===== config.mk =====
export PLATFORM = sky130hd
export DESIGN_NAME = dial_combination_lock
export DESIGN_NICKNAME = d
export VERILOG_FILES = /design/src/dcl_pkg.sv /design/src/dcl_seq_check.sv /design/src/dial_combination_lock.sv
export SDC_FILE = /design/constraint.sdc
export NUM_CORES = 1
export LEC_CHECK = 0
export ABC_AREA = 1
export BUFFER_PORTS_ARGS = -buffer_cell sky130_fd_sc_hd__buf_4
export CORE_MARGIN = 2
export CORE_UTILIZATION = 55
export CTS_BUF_LIST = sky130_fd_sc_hd__clkbuf_2 sky130_fd_sc_hd__clkbuf_4 sky130_fd_sc_hd__clkbuf_8
export DETAILED_ROUTE_END_ITERATION = 7
export GPL_TIMING_DRIVEN = 0
export PLACE_DENSITY = 0.68
export SLEW_MARGIN = 0
export SYNTH_ARGS = -nofsm -noshare
export SYNTH_HDL_FRONTEND = slang
export SYNTH_SLANG_ARGS = --single-unit

===== constraint.sdc =====
create_clock -name clk -period 13.14 [get_ports clk]
set_input_delay 2.628 -clock clk [delete_from_list [all_inputs] [get_ports clk]]
set_output_delay 2.628 -clock clk [all_outputs]
set_load 0.01 [all_outputs]

===== src/dcl_pkg.sv =====
package dcl_pkg;

  localparam int SAMPLE_BITS = 12;
  localparam int PROG_W      = 5;
  localparam int CFG_DATA_W  = 9;
  localparam logic [8:0] POSITIONS_MAX   = 9'd256;
  localparam logic [8:0] POSITIONS_RESET = 9'd10;
  localparam logic [4:0] ENTRIES_RESET   = 5'd4;

  typedef enum logic {
    ACT_CODE_WRITE = 1'b0,
    ACT_SAMPLE     = 1'b1
  } action_t;

  typedef enum logic {
    CFG_DIAL_POSITIONS = 1'b0,
    CFG_CODE_ENTRIES   = 1'b1
  } cfg_reg_t;

  typedef enum logic [1:0] {
    OUT_NONE    = 2'd0,
    OUT_ADVANCE = 2'd1,
    OUT_FAIL    = 2'd2,
    OUT_OPEN    = 2'd3
  } outcome_t;

  typedef struct packed {
    action_t                action;
    logic [4:0]             entry_index;
    logic [7:0]             entry_value;
    logic [SAMPLE_BITS-1:0] raw_sample;
  } item_t;

  typedef struct packed {
    logic [7:0]        position;
    outcome_t          outcome;
    logic [PROG_W-1:0] progress;
  } result_t;

  // One operation arriving at the sequence check: a delayed code write or a
  // finished dial position.
  typedef struct packed {
    logic       valid;
    logic       is_write;
    logic [4:0] entry_index;
    logic [7:0] entry_value;
    logic [7:0] position;
  } seq_op_t;

endpackage


===== src/dcl_seq_check.sv =====
module dcl_seq_check
  import dcl_pkg::*;
#(
  parameter int CODE_DEPTH = 23
) (
  input  logic       clk,
  input  logic       rst,
  input  seq_op_t    op,
  output logic       op_ready,
  input  logic       entries_we,
  input  logic [4:0] entries_data,
  output logic       result_valid,
  input  logic       result_ready,
  output result_t    result
);

  localparam int AW = (CODE_DEPTH > 1) ? $clog2(CODE_DEPTH) : 1;

  logic [7:0]        code_mem [CODE_DEPTH];
  logic [7:0]        rd_prev;
  logic [7:0]        rd_cur;
  logic              prev_zero;
  logic [PROG_W-1:0] progress;
  logic [PROG_W-1:0] progress_next;
  logic [4:0]        code_entries;

  logic              fire;
  logic              wr_en;
  logic [AW-1:0]     wr_addr;
  logic [AW-1:0]     addr_prev;
  logic [AW-1:0]     addr_cur;
  logic [5:0]        n_eff;
  logic [7:0]        c_prev;
  logic [5:0]        p_step;
  logic [PROG_W-1:0] p_new;
  outcome_t          outcome;

  assign op_ready = op.is_write || !result_valid || result_ready;
  assign fire     = op.valid && op_ready;
  assign wr_en    = fire && op.is_write && ({1'b0, op.entry_index} < 6'(CODE_DEPTH));
  assign wr_addr  = AW'(op.entry_index);

  always_comb begin
    if (code_entries == 5'd0) begin
      n_eff = 6'd1;
    end else if ({1'b0, code_entries} > 6'(CODE_DEPTH)) begin
      n_eff = 6'(CODE_DEPTH);
    end else begin
      n_eff = {1'b0, code_entries};
    end
  end

  // The first entry of the sequence is an implicit zero.
  assign c_prev = prev_zero ? 8'd0 : rd_prev;

  always_comb begin
    p_step  = {1'b0, progress};
    outcome = OUT_NONE;
    if ((progress[0] && op.position < c_prev) || (!progress[0] && op.position > c_prev)) begin
      p_step  = 6'd1;
      outcome = OUT_FAIL;
    end else if (op.position == rd_cur) begin
      p_step  = p_step + 6'd1;
      outcome = OUT_ADVANCE;
    end
    if (p_step == n_eff + 6'd1) begin
      p_step  = 6'd1;
      outcome = OUT_OPEN;
    end
    p_new = PROG_W'(p_step);
  end

  always_comb begin
    progress_next = progress;
    if (rst || entries_we) begin
      progress_next = PROG_W'(1);
    end else if (fire && !op.is_write) begin
      progress_next = p_new;
    end
  end

  // Read addresses follow the progress of the next cycle, so the read data
  // always holds the previous and the expected entry for the current progress.
  assign addr_cur  = AW'(progress_next - PROG_W'(1));
  assign addr_prev = (progress_next >= PROG_W'(2)) ? AW'(progress_next - PROG_W'(2)) : '0;

  always_ff @(posedge clk) begin
    if (wr_en) begin
      code_mem[wr_addr] <= op.entry_value;
    end
    if (wr_en && wr_addr == addr_prev) begin
      rd_prev <= op.entry_value;
    end else begin
      rd_prev <= code_mem[addr_prev];
    end
    if (wr_en && wr_addr == addr_cur) begin
      rd_cur <= op.entry_value;
    end else begin
      rd_cur <= code_mem[addr_cur];
    end
    prev_zero <= (progress_next == PROG_W'(1));
  end

  always_ff @(posedge clk) begin
    if (rst) begin
      progress     <= PROG_W'(1);
      code_entries <= ENTRIES_RESET;
      result_valid <= 1'b0;
    end else begin
      progress <= progress_next;
      if (entries_we) begin
        code_entries <= entries_data;
      end
      if (fire && !op.is_write) begin
        result_valid    <= 1'b1;
        result.position <= op.position;
        result.outcome  <= outcome;
        result.progress <= p_new;
      end else if (result_ready) begin
        result_valid <= 1'b0;
      end
    end
  end

endmodule


===== src/dial_combination_lock.sv =====
// Dial combination lock. Each request either writes one code table entry or
// delivers one raw converter sample. Every AVG_SAMPLES samples the sum is
// averaged, scaled to a dial position (average * min(dial_positions, 256) / 4096) and
// checked against the stored code sequence, whose first entry is an implicit
// zero; that sample yields exactly one result, all other requests yield none.
// The block takes one request per cycle while item_ready is high. A result
// is valid after the request completing the average is accepted, through four
// register stages: accumulate, divide by reciprocal multiply, scale, and one
// compare step against two registered reads of the code table memory, which is
// indexed by the current progress. Code writes pass through the same stages,
// so they take effect in request order. The code table is not cleared by
// reset; every entry the sequence uses must be written first. While a result
// waits, samples that do not complete an average are still taken; once a
// completed average is held in the last stage, code writes and further
// averages queue behind it and the input stalls when all three stages are full.
module dial_combination_lock
  import dcl_pkg::*;
#(
  parameter int CODE_DEPTH  = 23,
  parameter int AVG_SAMPLES = 64
) (
  input  logic                  clk,
  input  logic                  rst,
  input  logic                  item_valid,
  output logic                  item_ready,
  input  item_t                 item,
  output logic                  result_valid,
  input  logic                  result_ready,
  output result_t               result,
  input  logic                  cfg_we,
  input  cfg_reg_t              cfg_index,
  input  logic [CFG_DATA_W-1:0] cfg_data
);

  localparam int CNT_W  = (AVG_SAMPLES > 1) ? $clog2(AVG_SAMPLES) : 1;
  localparam int SUM_W  = SAMPLE_BITS + $clog2(AVG_SAMPLES);
  localparam int DIV_SH = SUM_W + $clog2(AVG_SAMPLES);
  localparam longint unsigned RECIP_L =
    ((64'd1 << DIV_SH) + AVG_SAMPLES - 1) / AVG_SAMPLES;
  localparam logic [SUM_W:0] RECIP = RECIP_L[SUM_W:0];

  typedef struct packed {
    logic       is_write;
    logic [4:0] entry_index;
    logic [7:0] entry_value;
  } wr_info_t;

  logic [SUM_W-1:0]        sample_sum;
  logic [CNT_W-1:0]        sample_count;
  logic [8:0]              dial_positions;

  logic                    s1_valid;
  wr_info_t                s1_info;
  logic [SUM_W-1:0]        s1_total;
  logic                    s2_valid;
  wr_info_t                s2_info;
  logic [SAMPLE_BITS-1:0]  s2_avg;
  seq_op_t                 s3_op;

  logic                    op_ready;
  logic                    r1;
  logic                    r2;
  logic                    r3;
  logic                    accept;
  logic                    is_sample;
  logic                    count_last;
  logic [SUM_W-1:0]        total;
  logic [2*SUM_W:0]        quot_prod;
  logic [8:0]              positions_eff;
  logic [SAMPLE_BITS+8:0]  scale_prod;

  assign r3         = !s3_op.valid || op_ready;
  assign r2         = !s2_valid || r3;
  assign r1         = !s1_valid || r2;
  assign item_ready = r1;
  assign accept     = item_valid && item_ready;
  assign is_sample  = (item.action == ACT_SAMPLE);
  assign count_last = (sample_count == CNT_W'(AVG_SAMPLES - 1));
  assign total      = sample_sum + SUM_W'(item.raw_sample);

  // Exact floor division by AVG_SAMPLES: the reciprocal is rounded up and the
  // shift leaves enough guard bits for every sum that can occur.
  assign quot_prod     = (2*SUM_W+1)'(s1_total) * (2*SUM_W+1)'(RECIP);
  assign positions_eff = (dial_positions > POSITIONS_MAX) ? POSITIONS_MAX : dial_positions;
  assign scale_prod    = (SAMPLE_BITS+9)'(s2_avg) * (SAMPLE_BITS+9)'(positions_eff);

  always_ff @(posedge clk) begin
    if (rst) begin
      sample_sum     <= '0;
      sample_count   <= '0;
      dial_positions <= POSITIONS_RESET;
      s1_valid       <= 1'b0;
      s2_valid       <= 1'b0;
    end else begin
      if (cfg_we && cfg_index == CFG_DIAL_POSITIONS) begin
        dial_positions <= cfg_data;
      end
      if (accept && is_sample) begin
        if (count_last) begin
          sample_sum   <= '0;
          sample_count <= '0;
        end else begin
          sample_sum   <= total;
          sample_count <= sample_count + CNT_W'(1);
        end
      end
      if (r1) begin
        s1_valid <= accept && (!is_sample || count_last);
      end
      if (r2) begin
        s2_valid <= s1_valid;
      end
    end
  end

  always_ff @(posedge clk) begin
    if (r1) begin
      s1_info.is_write    <= !is_sample;
      s1_info.entry_index <= item.entry_index;
      s1_info.entry_value <= item.entry_value;
      s1_total            <= total;
    end
    if (r2) begin
      s2_info <= s1_info;
      s2_avg  <= quot_prod[DIV_SH +: SAMPLE_BITS];
    end
    if (rst) begin
      s3_op.valid <= 1'b0;
    end else if (r3) begin
      s3_op.valid <= s2_valid;
    end
    if (r3) begin
      s3_op.is_write    <= s2_info.is_write;
      s3_op.entry_index <= s2_info.entry_index;
      s3_op.entry_value <= s2_info.entry_value;
      s3_op.position    <= scale_prod[SAMPLE_BITS +: 8];
    end
  end

  dcl_seq_check #(
    .CODE_DEPTH(CODE_DEPTH)
  ) u_seq_check (
    .clk          (clk),
    .rst          (rst),
    .op           (s3_op),
    .op_ready     (op_ready),
    .entries_we   (cfg_we && cfg_index == CFG_CODE_ENTRIES),
    .entries_data (cfg_data[4:0]),
    .result_valid (result_valid),
    .result_ready (result_ready),
    .result       (result)
  );

endmodule


**After elaboration in Yosys (flattened, before gate mapping)**

Memories as Yosys holds them, arrays and structs flattened. A register that Yosys moved wholly into a read port is not among the register bits.
Index checks and enable logic that the tools add are counted.
W data, S select, Z words.

- Bits in registers: 143
- Bits in writable memories: 184
- Output and inout bits: 17
- Word-level logic and storage cells: 94
- Memories: 1

Memory list:

| memory | words | width | read ports | clocked after Yosys merged registers in | wr ports | RTL line | text |
|---|---|---|---|---|---|---|---|
| u_seq_check.code_mem | 23 | 8 | 2 | 2 | 1 | dcl_seq_check.sv:19 | `logic [7:0] code_mem [CODE_DEPTH];` |

- Add/sub/neg operators: 6
- $mul: 1
- Magnitude comparators: 6
- Equal/unequal tests: 4
- Muxes and demuxes: 18
- Bitwise logic cells: 2
- Reduce and logical (&&, ||, !) cells: 30

Operators with widths:

| operator | number |
|---|---|
| $mux W5 | 5 |
| $mux W6 | 4 |
| $mul A12 B9 Y20 | 1 |
| $add A18 B12 Y18 | 1 |
| $mux W18 | 1 |
| $add A6 B1 Y6 const B | 2 |
| $logic_and A1 B1 Y1 | 11 |
| $gt A9 B9 Y1 const B | 1 |
| $mux W9 | 1 |
| $eq A8 B8 Y1 | 1 |
| $gt A8 B8 Y1 | 1 |
| $logic_or A1 B1 Y1 | 8 |
| $lt A8 B8 Y1 | 1 |
| $mux W8 | 1 |
| $logic_not A1 Y1 | 7 |
| $add A5 B1 Y6 const B | 1 |
| $eq A6 B6 Y1 | 1 |
| $eq A6 B6 Y1 const B | 1 |
| $mux W1 | 6 |
| $eq A5 B1 Y1 const B | 1 |
| $ge A5 B2 Y1 const B | 1 |
| $gt A5 B5 Y1 const B | 1 |
| $logic_not A5 Y1 | 1 |
| $lt A5 B5 Y1 const B | 1 |
| other kinds (6) | 7 |

**Logic depth before layout (Yosys ltp)**

- Depth in word-level cells: 11
- Gate-level depth with buffers: 32
- Depth with buffers taken out: 30

**Hierarchy**

A second synthesis with hierarchy kept.

- Cell total of the unflattened synthesis: 2,138
- Area, all modules: 19,113.3 um^2

By module, submodules not included:

| module | instances | cells each | area an instance (um^2) | seq. area each (um^2) |
|---|---|---|---|---|
| dcl_seq_check | 1 | 1,294 | 11,472.3 | 6,416.2 |
| dial_combination_lock | 1 | 844 | 7,641.1 | 2,942.8 |

**Worst setup path after synthesis**

No wires, ideal clock.

- Kind: input to output
- From: in result_ready
- To: out item_ready
- Data arrival time: 4.079 ns
- Path slack: 6.433 ns
- Stages on the path: 6
- Path buffers: 0
- Cells stage by stage: nor2_1 -> inv_1 -> nor2_1 -> inv_1 -> nor2_1 -> nand2_1

- Cells in the longest elaborated chain, start to end: 4

RTL lines:

| element | RTL line | text |
|---|---|---|
| start, declared | dial_combination_lock.sv:28 | `input logic result_ready,` |
| $logic_or A1 B1 Y1 | dcl_seq_check.sv:38 | `assign op_ready = op.is_write \|\| !result_valid \|\| result_ready;` |
| $logic_or A1 B1 Y1 | dial_combination_lock.sv:72 | `assign r3 = !s3_op.valid \|\| op_ready;` |
| via r3 | dial_combination_lock.sv:63 | `logic r3;` |
| $logic_or A1 B1 Y1 | dial_combination_lock.sv:73 | `assign r2 = !s2_valid \|\| r3;` |
| $logic_or A1 B1 Y1 | dial_combination_lock.sv:74 | `assign r1 = !s1_valid \|\| r2;` |
| end, declared | dial_combination_lock.sv:25 | `output logic item_ready,` |

The timed path passes the listed nets, and every way through them passes these cells.

**Worst setup path after layout**

Same ends and word-level chain as after synthesis.

==> qor.txt <==
share of cells above drive strength 1 - 10.2%
Most Frequent Cell on Critical Path - nor2_1
Initial Util - 55.5%
Synth Instances - 1979
Cell Count, Final, Fillers Out - 2587
n_diodes - 0
largest net degree at the start of global routing - 30
failing checks - max-capacitance violations, max-slew violations
routed wire length - 56200 µm
asr flop ratio synth - 0%
Wirelength per Cell - 21.7 µm
GP Congestion - 1.00
syn nets - 2152
total clock sinks - 331
fin crit period - 7.63 ns
CP required - 10.51 ns
Buf+Inv Stages, Crit Path - 4
Distinct cells, synth - 49
Post-synth EDFFs - 273
Die X - 187 µm
max_slew headroom - -2.09%
critical-path maximum fanout - 29
type of the worst setup path - in -> out
DP Cell Count - 2485
CP Cell Sequence - buf_4 > nor2_1 > inv_1 > nor2_1 > inv_1 > nor2_1 > nand2_1 > buf_4
vias - 15200
full die area - 35100 µm²
# DRC - 0
ANT nets after route - 0
Worst Max-Slew Pin Slew - 1.53 ns
maxcap violations - 1
worst stage delay on the critical path - 0.74 ns
Pins Over Slew Limit - 9
initial antenna violation count - 0
first-iteration detailed-routing DRC count - 2025
CTS Buf Count - 56
Port Buffers - 57
Worst-path clk slew - 0.06 ns
status - finished with violations
Layout Nets - 2269
Post-CTS Setup Bufs - 0
CP delay by family, top - simple AND/OR/NAND/NOR gates
row cnt - 67
Yosys reg bits - 331
CP Data Arrival Time - 5.00 ns
Pwr Density - 115 nW/µm²
Resized Gates After CTS - 0
vias per inst - 5.89
area delta synth->final - 11.3%
Core Area - 33300 µm²
Setup crit start kind - input pin
Die Y - 187 µm
Synth Cell Area - 18500 µm²
Pre-antenna DRT Iters - 7
overall routing resource usage - 32.7%
total gr overflow - 0
CP Capture Type - output port
global-route wire length before repair - 85600 µm
CTS tree - yes
clock tree buffer depth - 3
post-synthesis sequential area ratio - 50.6%
Worst IR Drop VDD - 0.000121 V
H-Tree Depth - 2
Final HPWL DP - 39600 µm
clock tree root driver cell - clkbuf_8
Tcrit/Tclk final - 58.0%
synth warn - 0
RSZ-0062 raised after global routing - false
setup TNS - 0 ns
Final Skew - 0.0328 ns
Final setup viols - 0
# hold bufs at CTS - 0
LEAKAGE - 8.77 nW
Max Fclk - 0.131 GHz
Worst Hold Class - reg -> reg
Slowest cell on crit path - nand2_1
Final Hold Viols - 0
I/O Pins - 58
synthesized area per cell - 9.34 µm²
top_reg_cell synth - edfxtp_1
vias in the first global route - 14500
Worst-Skew Late Latency - 0.65 ns
==> cell type report <==
type	instances	area (µm²)
fill	2817	12700
timing repair buffer	59	447
buffer	84	434
multi-input combinational	1322	7790
clock buffer	81	977
sequential	331	9360
inverter	242	911
tap	448	561
clock inverter	20	100
==> registers in the layout, summed over array words and instances, names as in the netlist, named ones only <==
name / flops
dial_positions: 9
s1_info: 14
s1_total: 12
s1_valid: 1
s2_avg: 12
s2_info: 14
s2_valid: 1
s3_op: 23
sample_count: 6
sample_sum: 18
u_seq_check.code_entries: 5
u_seq_check.code_mem: 184
u_seq_check.prev_zero: 1
u_seq_check.progress: 5
u_seq_check.result: 15
u_seq_check.result_valid: 1
==> worst reg2reg max path, delay by kind of cell (launching register included) <==
family / cells / cell delay, ns
and+or+nand+nor: 13 / 1.41
adders and majority gates: 2 / 0.53
AOI/OAI and AO/OA: 8 / 1.84
DFF: 1 / 0.41
buffers and inverters: 7 / 1.73
==> cell usage after synthesis (21+ instances only) <==
library cell,n,area [µm²]
a21oi_1,90,450
clkbuf_1,45,169
dfxtp_1,58,1160
edfxtp_1,273,8200
fa_1,70,1400
ha_1,62,776
inv_1,230,863
nand2_1,443,1660
nand3_1,170,851
nor2_1,197,739
o21ai_0,129,646
o221ai_1,23,201
xor2_1,21,184
==> metal layers <==
layer | GRT usage, % | up-vias | wire length (µm)
li1 | - | 6863 | -
met1 | 46.2 | 7173 | 22600
met2 | 46.6 | 1014 | 23300
met5 | 0 | - | 0
met3 | 9.62 | 178 | 7800
met4 | 14.9 | 0 | 2410
==> report_power, final <==
group	internal, mW	leakage (nW)	switching, mW	total (mW)
combinational	0.102	5.11	0.184	0.286
clock	0.477	0.579	0.417	0.894
sequential	1.16	3.08	0.0313	1.19
total	1.74	8.77	0.632	2.37
==> cells in the final DEF (no fill, tap or decap), types with 45 or more instances in the layout <==
cell type  instances
ha_1              62
buf_4             64
edfxtp_1         273
inv_1            230
a21oi_1           90
nand3_1          170
nand2_1          443
nor2_1           195
fa_1              70
dfxtp_1           58
o21ai_0          129
clkbuf_8          59
clkbuf_1          45
==> through the flow <==
stage | setup slack (ns) | cell area (µm²) | util, % | hold WS [ns] | power, mW
3_5_place_dp | 5.46 | 19500 | 58.6 | 0.405 | 1.50
5_1_grt | 5.22 | 20600 | 61.8 | 0.419 | 2.48
4_1_cts | 5.45 | 20600 | 61.8 | 0.416 | 2.39
3_3_place_gp | 5.54 | 19500 | 58.5 | 0.401 | 1.49
6_report | 5.51 | 20600 | 61.8 | 0.414 | 2.37
2_1_floorplan | 6.43 | 18500 | - | 0.400 | 1.40
==> final timing paths <==
path / depth (start not counted) / slack (ns) / from / to
worst max-delay path: 8 / 5.51 / result_ready / item_ready
worst min-delay path: 0 / 0.41 / s1_info[5] / s2_info[5]
worst max register to register: 30 / 7.12 / flip-flop / flip-flop
worst min register to register: 0 / 0.41 / s1_info[5] / s2_info[5]
==> kinds of logic (layout without fill, tap and decap cells) <==
family | after synthesis | in the layout | share of synthesized area [%]
AND/OR/NAND/NOR | 848 | 848 | 19.1
flip-flops | 331 | 331 | 50.6
buffers and inverters | 326 | 486 | 7.28
AO/OA/AOI/OAI | 308 | 308 | 9.56
adder cells (fa/ha/maj) | 132 | 132 | 11.8
XOR/XNOR | 34 | 34 | 1.61
Power figures use the tool's default switching activity.
